File: src/hw/rtl/cube_map_face_and_uv_select_unit_assert.svh
// Assertion macros shared by the cube map face select modules.
// Each macro samples on clk and is disabled while arst_n is low.
`ifndef CUBE_MAP_FACE_AND_UV_SELECT_UNIT_ASSERT_SVH
`define CUBE_MAP_FACE_AND_UV_SELECT_UNIT_ASSERT_SVH

// A condition that must hold at every clock edge out of reset.
`define CMFUV_CHECK(label, expr, msg) \
	label: assert property (@(posedge clk) disable iff (!arst_n) (expr)) else $error(msg);

// A condition that must hold at an edge where the antecedent holds.
`define CMFUV_CHECK_IMPL(label, ante, cons, msg) \
	label: assert property (@(posedge clk) disable iff (!arst_n) (ante) |-> (cons)) else $error(msg);

`endif

File: src/hw/rtl/cmfuv_pkg.sv
package cmfuv_pkg;

	// Face codes.
	localparam logic [2:0] FACE_POS_X = 3'd0;
	localparam logic [2:0] FACE_NEG_X = 3'd1;
	localparam logic [2:0] FACE_POS_Y = 3'd2;
	localparam logic [2:0] FACE_NEG_Y = 3'd3;
	localparam logic [2:0] FACE_POS_Z = 3'd4;
	localparam logic [2:0] FACE_NEG_Z = 3'd5;
	localparam logic [2:0] FACE_NONE  = 3'd6;

	// Coordinate of 0.5 in unsigned Q0.16.
	localparam logic [15:0] COORD_HALF = 16'h8000;

	// Number of quotient bits produced per coordinate.
	localparam int unsigned DIV_STEPS = 17;

	// Classified word passed from the front end to the divider back end.
	// sd_u and sd_v are the biased numerators (signed numerator plus divisor),
	// both in [0, 2 * divisor].  A zero divisor marks the zero vector.
	typedef struct packed {
		logic [2:0]  face;
		logic        changed;
		logic [15:0] divisor;
		logic [16:0] sd_u;
		logic [16:0] sd_v;
	} cmfuv_item_t;

endpackage

File: src/hw/rtl/cmfuv_front.sv
module cmfuv_front (
	input  logic                      clk,
	input  logic                      arst_n,
	input  logic                      accept,
	input  logic signed [15:0]        dir_x,
	input  logic signed [15:0]        dir_y,
	input  logic signed [15:0]        dir_z,
	output cmfuv_pkg::cmfuv_item_t    item
);
	import cmfuv_pkg::*;

	logic [15:0]        ux, uy, uz;
	logic [15:0]        ax, ay, az;
	logic               x_major, y_major;
	logic signed [17:0] xs, ys, zs;
	logic signed [17:0] su, sv, dext, sum_u, sum_v;
	logic [15:0]        dmag;
	logic [2:0]         face;
	logic [2:0]         current_face_q;

	// Magnitudes of the three components; the most negative value maps to 32768.
	assign ux = dir_x;
	assign uy = dir_y;
	assign uz = dir_z;
	assign ax = ux[15] ? (~ux + 16'd1) : ux;
	assign ay = uy[15] ? (~uy + 16'd1) : uy;
	assign az = uz[15] ? (~uz + 16'd1) : uz;

	// Major axis, ties going to x first and then to y.
	assign x_major = (ax >= ay) && (ax >= az);
	assign y_major = !x_major && (ay >= az);

	assign xs = {{2{dir_x[15]}}, dir_x};
	assign ys = {{2{dir_y[15]}}, dir_y};
	assign zs = {{2{dir_z[15]}}, dir_z};

	// Face and numerators; u is multiplied by the sign of the major component.
	always_comb begin
		if (x_major) begin
			dmag = ax;
			su   = dir_x[15] ? zs : -zs;
			sv   = ys;
			face = (!ux[15] && (ax != 16'd0)) ? FACE_POS_X : FACE_NEG_X;
		end else if (y_major) begin
			dmag = ay;
			su   = dir_y[15] ? -xs : xs;
			sv   = -zs;
			face = uy[15] ? FACE_POS_Y : FACE_NEG_Y;
		end else begin
			dmag = az;
			su   = dir_z[15] ? -xs : xs;
			sv   = ys;
			face = uz[15] ? FACE_NEG_Z : FACE_POS_Z;
		end
	end

	// Bias the numerators by the divisor so the quotients are non-negative.
	assign dext  = $signed({2'b00, dmag});
	assign sum_u = su + dext;
	assign sum_v = sv + dext;

	assign item.face    = face;
	assign item.changed = (face != current_face_q);
	assign item.divisor = dmag;
	assign item.sd_u    = sum_u[16:0];
	assign item.sd_v    = sum_v[16:0];

	// Face of the last accepted word.
	always_ff @(posedge clk or negedge arst_n) begin
		if (!arst_n) begin
			current_face_q <= FACE_NONE;
		end else if (accept) begin
			current_face_q <= face;
		end
	end

endmodule

File: src/hw/rtl/cmfuv_queue.sv
`include "cube_map_face_and_uv_select_unit_assert.svh"

module cmfuv_queue #(
	parameter int unsigned DEPTH = 2
) (
	input  logic                      clk,
	input  logic                      arst_n,
	input  logic                      wr_en,
	input  cmfuv_pkg::cmfuv_item_t    wr_data,
	output logic                      full,
	input  logic                      rd_en,
	output cmfuv_pkg::cmfuv_item_t    rd_data,
	output logic                      empty
);
	import cmfuv_pkg::*;

	localparam int unsigned AW = $clog2(DEPTH);
	localparam int unsigned CW = $clog2(DEPTH + 1);

	cmfuv_item_t     slot_q [DEPTH];
	logic [AW-1:0]   wr_ptr_q, rd_ptr_q;
	logic [CW-1:0]   count_q;

	assign full    = (count_q == CW'(DEPTH));
	assign empty   = (count_q == '0);
	assign rd_data = slot_q[rd_ptr_q];

	// Storage slots.
	always_ff @(posedge clk) begin
		if (wr_en) begin
			slot_q[wr_ptr_q] <= wr_data;
		end
	end

	// Pointers and fill count.
	always_ff @(posedge clk or negedge arst_n) begin
		if (!arst_n) begin
			wr_ptr_q <= '0;
			rd_ptr_q <= '0;
			count_q  <= '0;
		end else begin
			if (wr_en) begin
				wr_ptr_q <= (wr_ptr_q == AW'(DEPTH - 1)) ? '0 : wr_ptr_q + AW'(1);
			end
			if (rd_en) begin
				rd_ptr_q <= (rd_ptr_q == AW'(DEPTH - 1)) ? '0 : rd_ptr_q + AW'(1);
			end
			if (wr_en && !rd_en) begin
				count_q <= count_q + CW'(1);
			end else if (rd_en && !wr_en) begin
				count_q <= count_q - CW'(1);
			end
		end
	end

	`CMFUV_CHECK_IMPL(a_no_overflow, wr_en, !full, "queue written while full")
	`CMFUV_CHECK_IMPL(a_no_underflow, rd_en, !empty, "queue read while empty")
	`CMFUV_CHECK(a_count_bound, count_q <= CW'(DEPTH), "queue fill count out of range")

endmodule

File: src/hw/rtl/cmfuv_back.sv
`include "cube_map_face_and_uv_select_unit_assert.svh"

module cmfuv_back (
	input  logic                      clk,
	input  logic                      arst_n,
	input  logic                      q_empty,
	input  cmfuv_pkg::cmfuv_item_t    q_item,
	output logic                      q_rd,
	output logic                      empty,
	input  logic                      pop,
	output logic [2:0]                face_index,
	output logic [15:0]               u_coord,
	output logic [15:0]               v_coord,
	output logic                      face_changed
);
	import cmfuv_pkg::*;

	localparam logic [1:0] ST_IDLE  = 2'd0;
	localparam logic [1:0] ST_DIV_U = 2'd1;
	localparam logic [1:0] ST_DIV_V = 2'd2;
	localparam logic [1:0] ST_HOLD  = 2'd3;

	localparam logic [4:0] LAST_STEP = 5'(DIV_STEPS - 1);

	logic [1:0]   state_q;
	logic [4:0]   cnt_q;
	cmfuv_item_t  item_q;
	logic [15:0]  rem_q;
	logic [16:0]  dvd_q;
	logic [16:0]  quo_q;
	logic [15:0]  u_q, v_q;

	logic         out_valid_q;
	logic [2:0]   out_face_q;
	logic [15:0]  out_u_q, out_v_q;
	logic         out_changed_q;

	logic [16:0]  trial, dext;
	logic         ge;
	logic [15:0]  rem_nx;
	logic [16:0]  quo_nx;
	logic [15:0]  sat;
	logic         take, step, last, fin_u, fin_v, out_free, emit;

	// Sequencer decode.
	assign out_free = !out_valid_q || pop;
	assign take     = (state_q == ST_IDLE) && !q_empty;
	assign step     = (state_q == ST_DIV_U) || (state_q == ST_DIV_V);
	assign last     = (cnt_q == LAST_STEP);
	assign fin_u    = (state_q == ST_DIV_U) && last;
	assign fin_v    = (state_q == ST_DIV_V) && last;
	assign emit     = (state_q == ST_HOLD) && out_free;
	assign q_rd     = take;

	// One restoring division step: shift in the next dividend bit, subtract if it fits.
	assign dext   = {1'b0, item_q.divisor};
	assign trial  = {rem_q, dvd_q[16]};
	assign ge     = (trial >= dext);
	assign rem_nx = ge ? 16'(trial - dext) : trial[15:0];
	assign quo_nx = {quo_q[15:0], ge};
	assign sat    = quo_nx[16] ? 16'hFFFF : quo_nx[15:0];

	// Divider datapath and result registers.
	always_ff @(posedge clk) begin
		if (take) begin
			item_q <= q_item;
			u_q    <= COORD_HALF;
			v_q    <= COORD_HALF;
			rem_q  <= {1'b0, q_item.sd_u[16:2]};
			dvd_q  <= {q_item.sd_u[1:0], 15'd0};
		end else if (fin_u) begin
			u_q   <= sat;
			rem_q <= {1'b0, item_q.sd_v[16:2]};
			dvd_q <= {item_q.sd_v[1:0], 15'd0};
		end else if (step) begin
			rem_q <= rem_nx;
			dvd_q <= {dvd_q[15:0], 1'b0};
			quo_q <= quo_nx;
			if (fin_v) begin
				v_q <= sat;
			end
		end
		if (emit) begin
			out_face_q    <= item_q.face;
			out_changed_q <= item_q.changed;
			out_u_q       <= u_q;
			out_v_q       <= v_q;
		end
	end

	// Sequencer state, step counter and output valid.
	always_ff @(posedge clk or negedge arst_n) begin
		if (!arst_n) begin
			state_q     <= ST_IDLE;
			cnt_q       <= '0;
			out_valid_q <= 1'b0;
		end else begin
			case (state_q)
				ST_IDLE: begin
					if (take) begin
						state_q <= (q_item.divisor == 16'd0) ? ST_HOLD : ST_DIV_U;
					end
				end
				ST_DIV_U: begin
					if (last) begin
						state_q <= ST_DIV_V;
					end
				end
				ST_DIV_V: begin
					if (last) begin
						state_q <= ST_HOLD;
					end
				end
				ST_HOLD: begin
					if (out_free) begin
						state_q <= ST_IDLE;
					end
				end
				default: begin
					state_q <= ST_IDLE;
				end
			endcase
			if (take || fin_u) begin
				cnt_q <= '0;
			end else if (step) begin
				cnt_q <= cnt_q + 5'd1;
			end
			if (emit) begin
				out_valid_q <= 1'b1;
			end else if (pop) begin
				out_valid_q <= 1'b0;
			end
		end
	end

	assign empty        = !out_valid_q;
	assign face_index   = out_face_q;
	assign u_coord      = out_u_q;
	assign v_coord      = out_v_q;
	assign face_changed = out_changed_q;

	`CMFUV_CHECK_IMPL(a_div_nonzero, step, item_q.divisor != 16'd0, "divider running on zero divisor")
	`CMFUV_CHECK_IMPL(a_step_bound, step, cnt_q <= LAST_STEP, "divider step count overran")
	`CMFUV_CHECK_IMPL(a_face_legal, out_valid_q, out_face_q <= FACE_NEG_Z, "illegal face on output")

endmodule

File: src/hw/rtl/cube_map_face_and_uv_select_unit.sv
// Cube map face select: each word is a direction vector (signed Q1.14 x, y, z);
// the unit returns the cube face of its largest component (ties to x, then y),
// the two face coordinates in unsigned Q0.16 (1.0 saturates to 65535) and a flag
// that is set when the face differs from that of the previous word; the first
// word after reset always sets it, and a zero vector gives face -X at (0.5, 0.5).
// The front end classifies a word in the cycle it is pushed and writes it into a
// small queue; the back end computes both coordinates with one shared restoring
// divider at one quotient bit per cycle, u first and then v, and takes the next
// queued word only once it is through with the last (a zero vector skips the
// divider). A result stays in the output register until popped, while the back
// end goes on with the next queued word.
module cube_map_face_and_uv_select_unit #(
	parameter int unsigned QUEUE_DEPTH = 2
) (
	input  logic               clk,
	input  logic               arst_n,
	input  logic               push,
	output logic               full,
	input  logic signed [15:0] dir_x,
	input  logic signed [15:0] dir_y,
	input  logic signed [15:0] dir_z,
	output logic               empty,
	input  logic               pop,
	output logic [2:0]         face_index,
	output logic [15:0]        u_coord,
	output logic [15:0]        v_coord,
	output logic               face_changed
);
	import cmfuv_pkg::*;

	logic         accept;
	logic         q_empty, q_rd;
	cmfuv_item_t  front_item, q_item;

	assign accept = push && !full;

	// Classification of the incoming word.
	cmfuv_front u_front (
		.clk    (clk),
		.arst_n (arst_n),
		.accept (accept),
		.dir_x  (dir_x),
		.dir_y  (dir_y),
		.dir_z  (dir_z),
		.item   (front_item)
	);

	// Queue between the front end and the divider.
	cmfuv_queue #(
		.DEPTH (QUEUE_DEPTH)
	) u_queue (
		.clk     (clk),
		.arst_n  (arst_n),
		.wr_en   (accept),
		.wr_data (front_item),
		.full    (full),
		.rd_en   (q_rd),
		.rd_data (q_item),
		.empty   (q_empty)
	);

	// Coordinate division and output register.
	cmfuv_back u_back (
		.clk          (clk),
		.arst_n       (arst_n),
		.q_empty      (q_empty),
		.q_item       (q_item),
		.q_rd         (q_rd),
		.empty        (empty),
		.pop          (pop),
		.face_index   (face_index),
		.u_coord      (u_coord),
		.v_coord      (v_coord),
		.face_changed (face_changed)
	);

endmodule

File: config.mk
export PLATFORM = sky130hd
export DESIGN_NAME = cube_map_face_and_uv_select_unit
export DESIGN_NICKNAME = d
export VERILOG_FILES = /design/src/hw/rtl/cmfuv_pkg.sv /design/src/hw/rtl/cmfuv_front.sv /design/src/hw/rtl/cmfuv_queue.sv /design/src/hw/rtl/cmfuv_back.sv /design/src/hw/rtl/cube_map_face_and_uv_select_unit.sv
export VERILOG_INCLUDE_DIRS = /design/src /design/src/hw/rtl
export SDC_FILE = /design/constraint.sdc
export NUM_CORES = 1
export LEC_CHECK = 0
export ABC_CLOCK_PERIOD_IN_PS = 4900
export BUFFER_PORTS_ARGS = -buffer_cell sky130_fd_sc_hd__buf_2
export CAP_MARGIN = 30
export CORE_MARGIN = 2
export CORE_UTILIZATION = 45
export CTS_CLUSTER_SIZE = 40
export DETAILED_ROUTE_END_ITERATION = 16
export RECOVER_POWER = 100
export SLEW_MARGIN = 5
export SYNTH_ARGS = -nofsm -noshare
export SYNTH_HDL_FRONTEND = slang
export SYNTH_HIERARCHICAL = 1
export SYNTH_SLANG_ARGS = --single-unit
export TNS_END_PERCENT = 30
File: constraint.sdc
create_clock -name clk -period 4.9 [get_ports clk]
set_input_delay 0.49 -clock clk [delete_from_list [all_inputs] [get_ports clk]]
set_output_delay 0.49 -clock clk [all_outputs]
set_load 0.03 [all_outputs]
# Word-level counts from Yosys, hierarchy flattened

Memory sizes are Yosys's and may differ from the RTL's.
Index checks and enable logic that the tools add are counted.

Memory bits (writable): 108
Input port bits: 52
Bits in registers: 154
Memories: 1

Memory list:

| memory         | words | width | read ports | clocked after memory_dff | wr ports | line              | text |
|---|---|---|---|---|---|---|---|
| u_queue.slot_q | 2     | 54    | 1          | 0                        | 1        | cmfuv_queue.sv:20 | `cmfuv_item_t slot_q [DEPTH];` |

$lt $le $gt $ge: 4
Eq/ne operators: 10
Bitwise operators: 5
Reductions and logical operators: 32
Add/sub/neg operators: 13
Mux-type cells: 41

Operators with widths:

| cell                    | number |
|---|---|
| $mux W17                | 10 |
| $mux W16                | 7 |
| $add A16 B1 Y16 const B | 3 |
| $ge A16 B16 Y1          | 3 |
| $not A16 Y16            | 3 |
| $mux W15                | 3 |
| $add A17 B17 Y17        | 2 |
| $neg A16 Y17            | 2 |
| $ge A17 B16 Y1          | 1 |
| $logic_not A16 Y1       | 1 |
| $reduce_bool A16 Y1     | 1 |
| $sub A16 B16 Y16        | 1 |
| $mux W2                 | 7 |
| $logic_and A1 B1 Y1     | 10 |
| $mux W5                 | 2 |
| $mux W1                 | 9 |
| $ne A2 B1 Y1 const B    | 4 |
| $pmux W2 S4             | 1 |
| $logic_not A1 Y1        | 7 |
| $eq A2 B2 Y1 const B    | 3 |
| $mux W3                 | 2 |
| $reduce_and A3 Y1       | 2 |
| $reduce_bool A2 Y1      | 3 |
| $add A5 B1 Y5 const B   | 1 |
| 12 further kinds        | 17 |

# Depth between registers and ports, before layout

Depth after elaboration: 10
Depth in mapped cells: 34
Mapped depth without buffers: 33

# By module

The synthesis kept the hierarchy.

By module, submodules not included:

| module                           | cells each | seq. area each (µm²) | instances | area each (µm²) |
|---|---|---|---|---|
| cmfuv_back                       | 504        | 4043.9               | 1         | 6227.2 |
| cmfuv_front                      | 686        | 77.6                 | 1         | 4815.9 |
| cmfuv_queue                      | 184        | 3343.2               | 1         | 4332.9 |
| cube_map_face_and_uv_select_unit | 1          | 0.0                  | 1         | 13.8 |

# Worst setup path after synthesis

OpenSTA, ideal clock, no wires.

Kind: input-to-reg
From: in dir_z[7]
To: mem u_queue/slot_q[0][16] in the netlist's numbering, data pin
Stages: 31
Data required time: 4.633 ns
Setup slack: -1.897 ns
Setup time: 0.267 ns
Arrival: 6.530 ns
Cell sequence: clkbuf_1 -> or4_1 -> or4_1 -> or3_1 -> nand2_1 -> xor2_1 -> ha_1 -> and2_1 -> a221o_1 -> a21o_1 -> a21oi_1 -> o31ai_1 -> a31oi_1 -> a21oi_4 -> buf_2 -> buf_2 -> a21oi_1 -> ha_1 -> inv_1 -> fa_1 -> nor2b_1 -> o21ai_0 -> a21boi_0 -> o21ai_0 -> a21oi_1 -> nand4_1 -> a31oi_1 -> a21oi_1 -> o21bai_1 -> a21oi_1 -> xor2_1

RTL lines:

| item        | line                                   | text |
|---|---|---|
| from (decl) | cube_map_face_and_uv_select_unit.sv:21 | `input logic signed [15:0] dir_z,` |
| to (decl)   | cmfuv_queue.sv:20                      |  |

==> results_dict.tcl <==
set metrics [dict create \
    status "finished, violations left" \
    violations "capacitance limit, slew limit, setup timing" \
    synth_edf_count 214 \
    yosysSeqAreaShare_pct 48.5 \
    timing.final.ws_setup_ns -1.29 \
    r2r-start "u_back/state_q[0]$_DFFE_PN0P_" \
    period_minus_slack_ns 6.19 \
    cp_data_arrival_time_ns 6.46 \
    mappedNetlistArea_sq_um 15400 \
    cp_top_family "compound AO/OA/AOI/OAI gates" \
    fin_skew_ns 0.0174 \
    dp_hpwl_um 29000 \
    maxCapViolCount 5 \
    rsz0062_at_grt "yes" \
    drv_slew 174 \
    crit_top_cell "a21oi_4" \
    grt_pass1_wl_um 60100 \
    syn_inst 1375 \
    initial_core_util_pct 45.8 \
    slew_headroom_pct -63.6 \
    syn2layout_area_growth_pct 28.1 \
    htree_levels 1 \
    max_freq_mhz 161 \
    peakVddDrop_mv 0.334 \
    ys_ff_latch 262 \
    holdCritStartpoint "pop" \
    dieArea_sq_um 35700 \
    cts_buffers 26 \
    crit_required_ns 5.16 \
    startpoint_type "input port" \
    clock_sinks 262 \
    whs_ns 0.266 \
    slowest_stage "or4_4" \
    cts_buffer_depth 3 \
    ys_async_sr_fraction_pct 5.73 \
    first_iter_violations 682 \
    layout.nets 1901 \
    p_per_area_nw_per_um2 648 \
    antenna_cells 0 \
    first_pass_iters 5 \
    wl_per_cell_um 17.3 \
    gr-total-overflow 0 \
    placed_area_sq_um 18300 \
    die_height_um 189 \
    p_leak_nw 8.20 \
    critical_path_buf_inv_count 3 \
    syn_avg_cell_area_sq_um 11.2 \
    postLayoutCellArea_sq_um 19700 \
    num_rows 67 \
    via_count 11400 \
    r2r_slack_ns 0.87 \
    coreArea_sq_um 33600 \
    grt_util_all_layers_pct 21.2 \
    antenna_found_initial 0 \
    drive_gt1_share_pct 30.8 \
    via_per_inst 5.14 \
    worst-setup-path-type "input port to register" \
    io_buffers 89 \
    hold_path.class "input port to register" \
    antenna_left 0 \
    startpoint "dir_z[9]" \
    grt_start_max_net_pins 44 \
    hold_violations 0 \
    ys.warnings.count 6 \
    final_common_cell "buf_4" \
    route.detailed.drc 0 \
    crit_path_max_fanout 6 \
    grt_pass1_vias 11400 \
    clock_latency_ns 0.53 \
    pin_count 90 \
    clkTransAtPathRegs_ns 0.06 \
    num-fill-cells 2859 \
    ys_types 75 \
    syn-num-nets 1534 \
    multi_input_area_sq_um 7700 \
    gp_congestion 0.900 \
    slowest_delay_ns 0.55 \
    die_w_um 189 \
    timing.final.crit_share_pct 126 \
    final_core_util_pct 58.6 \
    drt-total-wl_um 38200 \
    cts_tree "built" \
    root_buffer "clkbuf_16" \
    layout_common_cells "285 x buf_4, 214 x edfxtp_1, 122 x nor2_1" \
    synth_ff_type "edfxtp_1" \
    regArea_sq_um 7460 \
    tightest_slew_ns 2.45 \
    setup_viol 58 \
    cp-end-kind "register" \
]
==> cells by family after synthesis <==
group | count (synthesis) | synth area share (%)
buffers and inverters | 133 | 4.11
AND/OR/NAND/NOR | 364 | 11.2
XOR/XNOR | 128 | 7.28
flip-flops | 262 | 48.5
AO/OA/AOI/OAI | 288 | 12.3
adder cells (fa/ha/maj) | 108 | 8.91
multiplexers | 92 | 7.71
==> path summary, 6_finish.rpt <==
kind,end,cells after the start
worst min register to register,u_back/face_index[2]$_DFFE_PP_,0
max in group asynchronous,u_queue/wr_ptr_q$_DFFE_PN0P_,2
min in group asynchronous,u_back/cnt_q[3]$_DFFE_PN0P_,2
worst max-delay path,u_queue/slot_q[1][33]$_DFFE_PP_,31
worst max register to register,u_back/rem_q[6]$_DFFE_PP_,8
worst min-delay path,u_back/out_valid_q$_DFFE_PN0P_,3
==> sequential cells by signal (all words and copies together), names as in the netlist, 3 cells and up <==
signal                  flops
u_back/rem_q               16
u_front/current_face_q      3
u_back/item_q              21
u_back/v_coord             16
u_back/cnt_q                5
u_queue/slot_q            108
u_back/v_q                 16
u_back/u_coord             16
u_back/face_index           3
u_back/u_q                 16
u_back/dext                16
u_back/quo_q               16
==> worst register-to-register path, cell delays in order (launching register included) <==
cell and delay, ns:
dfrtp_1 0.40, inv_1 0.13, ha_1 0.18, nand2b_1 0.08, inv_1 0.88, clkbuf_1 1.30
clkbuf_2 0.62, a21oi_1 0.19, o21ai_0 0.10
==> stage by stage <==
stage               TNS [ns]  power (mW)  setup WS [ns]  instances
finish                -42.99        12.8          -1.29       2210
global route          -53.83        13.6          -1.52       2210
CTS                   -37.91        12.8          -1.17       2203
detailed placement    -86.06        10.4          -1.94       2136
global placement      -81.74        10.2          -1.87       2135
floorplan             -54.27        8.40          -1.51       1375
==> timing repair <==
action,4_1_cts,5_1_grt
pin swaps,27,45
resized for setup,53,52
setup endpoints to repair,56,60
hold buffers,1,0
buffers inserted,18,13
hold endpoints to repair,13,0
==> cells in the mapped netlist, types with 27 or more instances <==
cell | instances | share of area, %
nand2_1 | 93 | 2.3
edfxtp_1 | 214 | 42
mux2_4 | 49 | 4.8
mux2i_1 | 27 | 1.8
a21oi_1 | 70 | 2.3
dfxtp_1 | 33 | 4.3
a211oi_1 | 39 | 1.9
o21ai_0 | 69 | 2.2
nor2_1 | 131 | 3.2
inv_1 | 74 | 1.8
ha_1 | 104 | 8.5
xnor2_1 | 70 | 4.0
clkbuf_1 | 27 | 0.66
xor2_1 | 58 | 3.3
==> final cells by class <==
class	instances	area share (%)
well taps	448	2.84
clock buffers	30	3.70
repair buffers	397	14.2
flip-flops and latches	262	37.9
clock inverters	18	0.876
multi-input cells	980	39.1
inverters	75	1.47
==> metal layers <==
metal | track usage, % | part of all wire, % | vias up
met5 | 0 | 0 | -
met4 | 4.84 | 1.8 | 0
met3 | 1.84 | 3.1 | 36
met2 | 37.5 | 49 | 215
met1 | 28.2 | 46 | 5388
li1 | - | - | 5726
==> report_power, final <==
part	internal (mW)	leakage (nW)	total [mW]	switching, mW
logic	2.97	5.30	6.51	3.54
registers	3.84	2.46	4.21	0.370
clock network	1.19	0.444	2.04	0.853
Note: power is estimated with default switching activity, not from simulation.
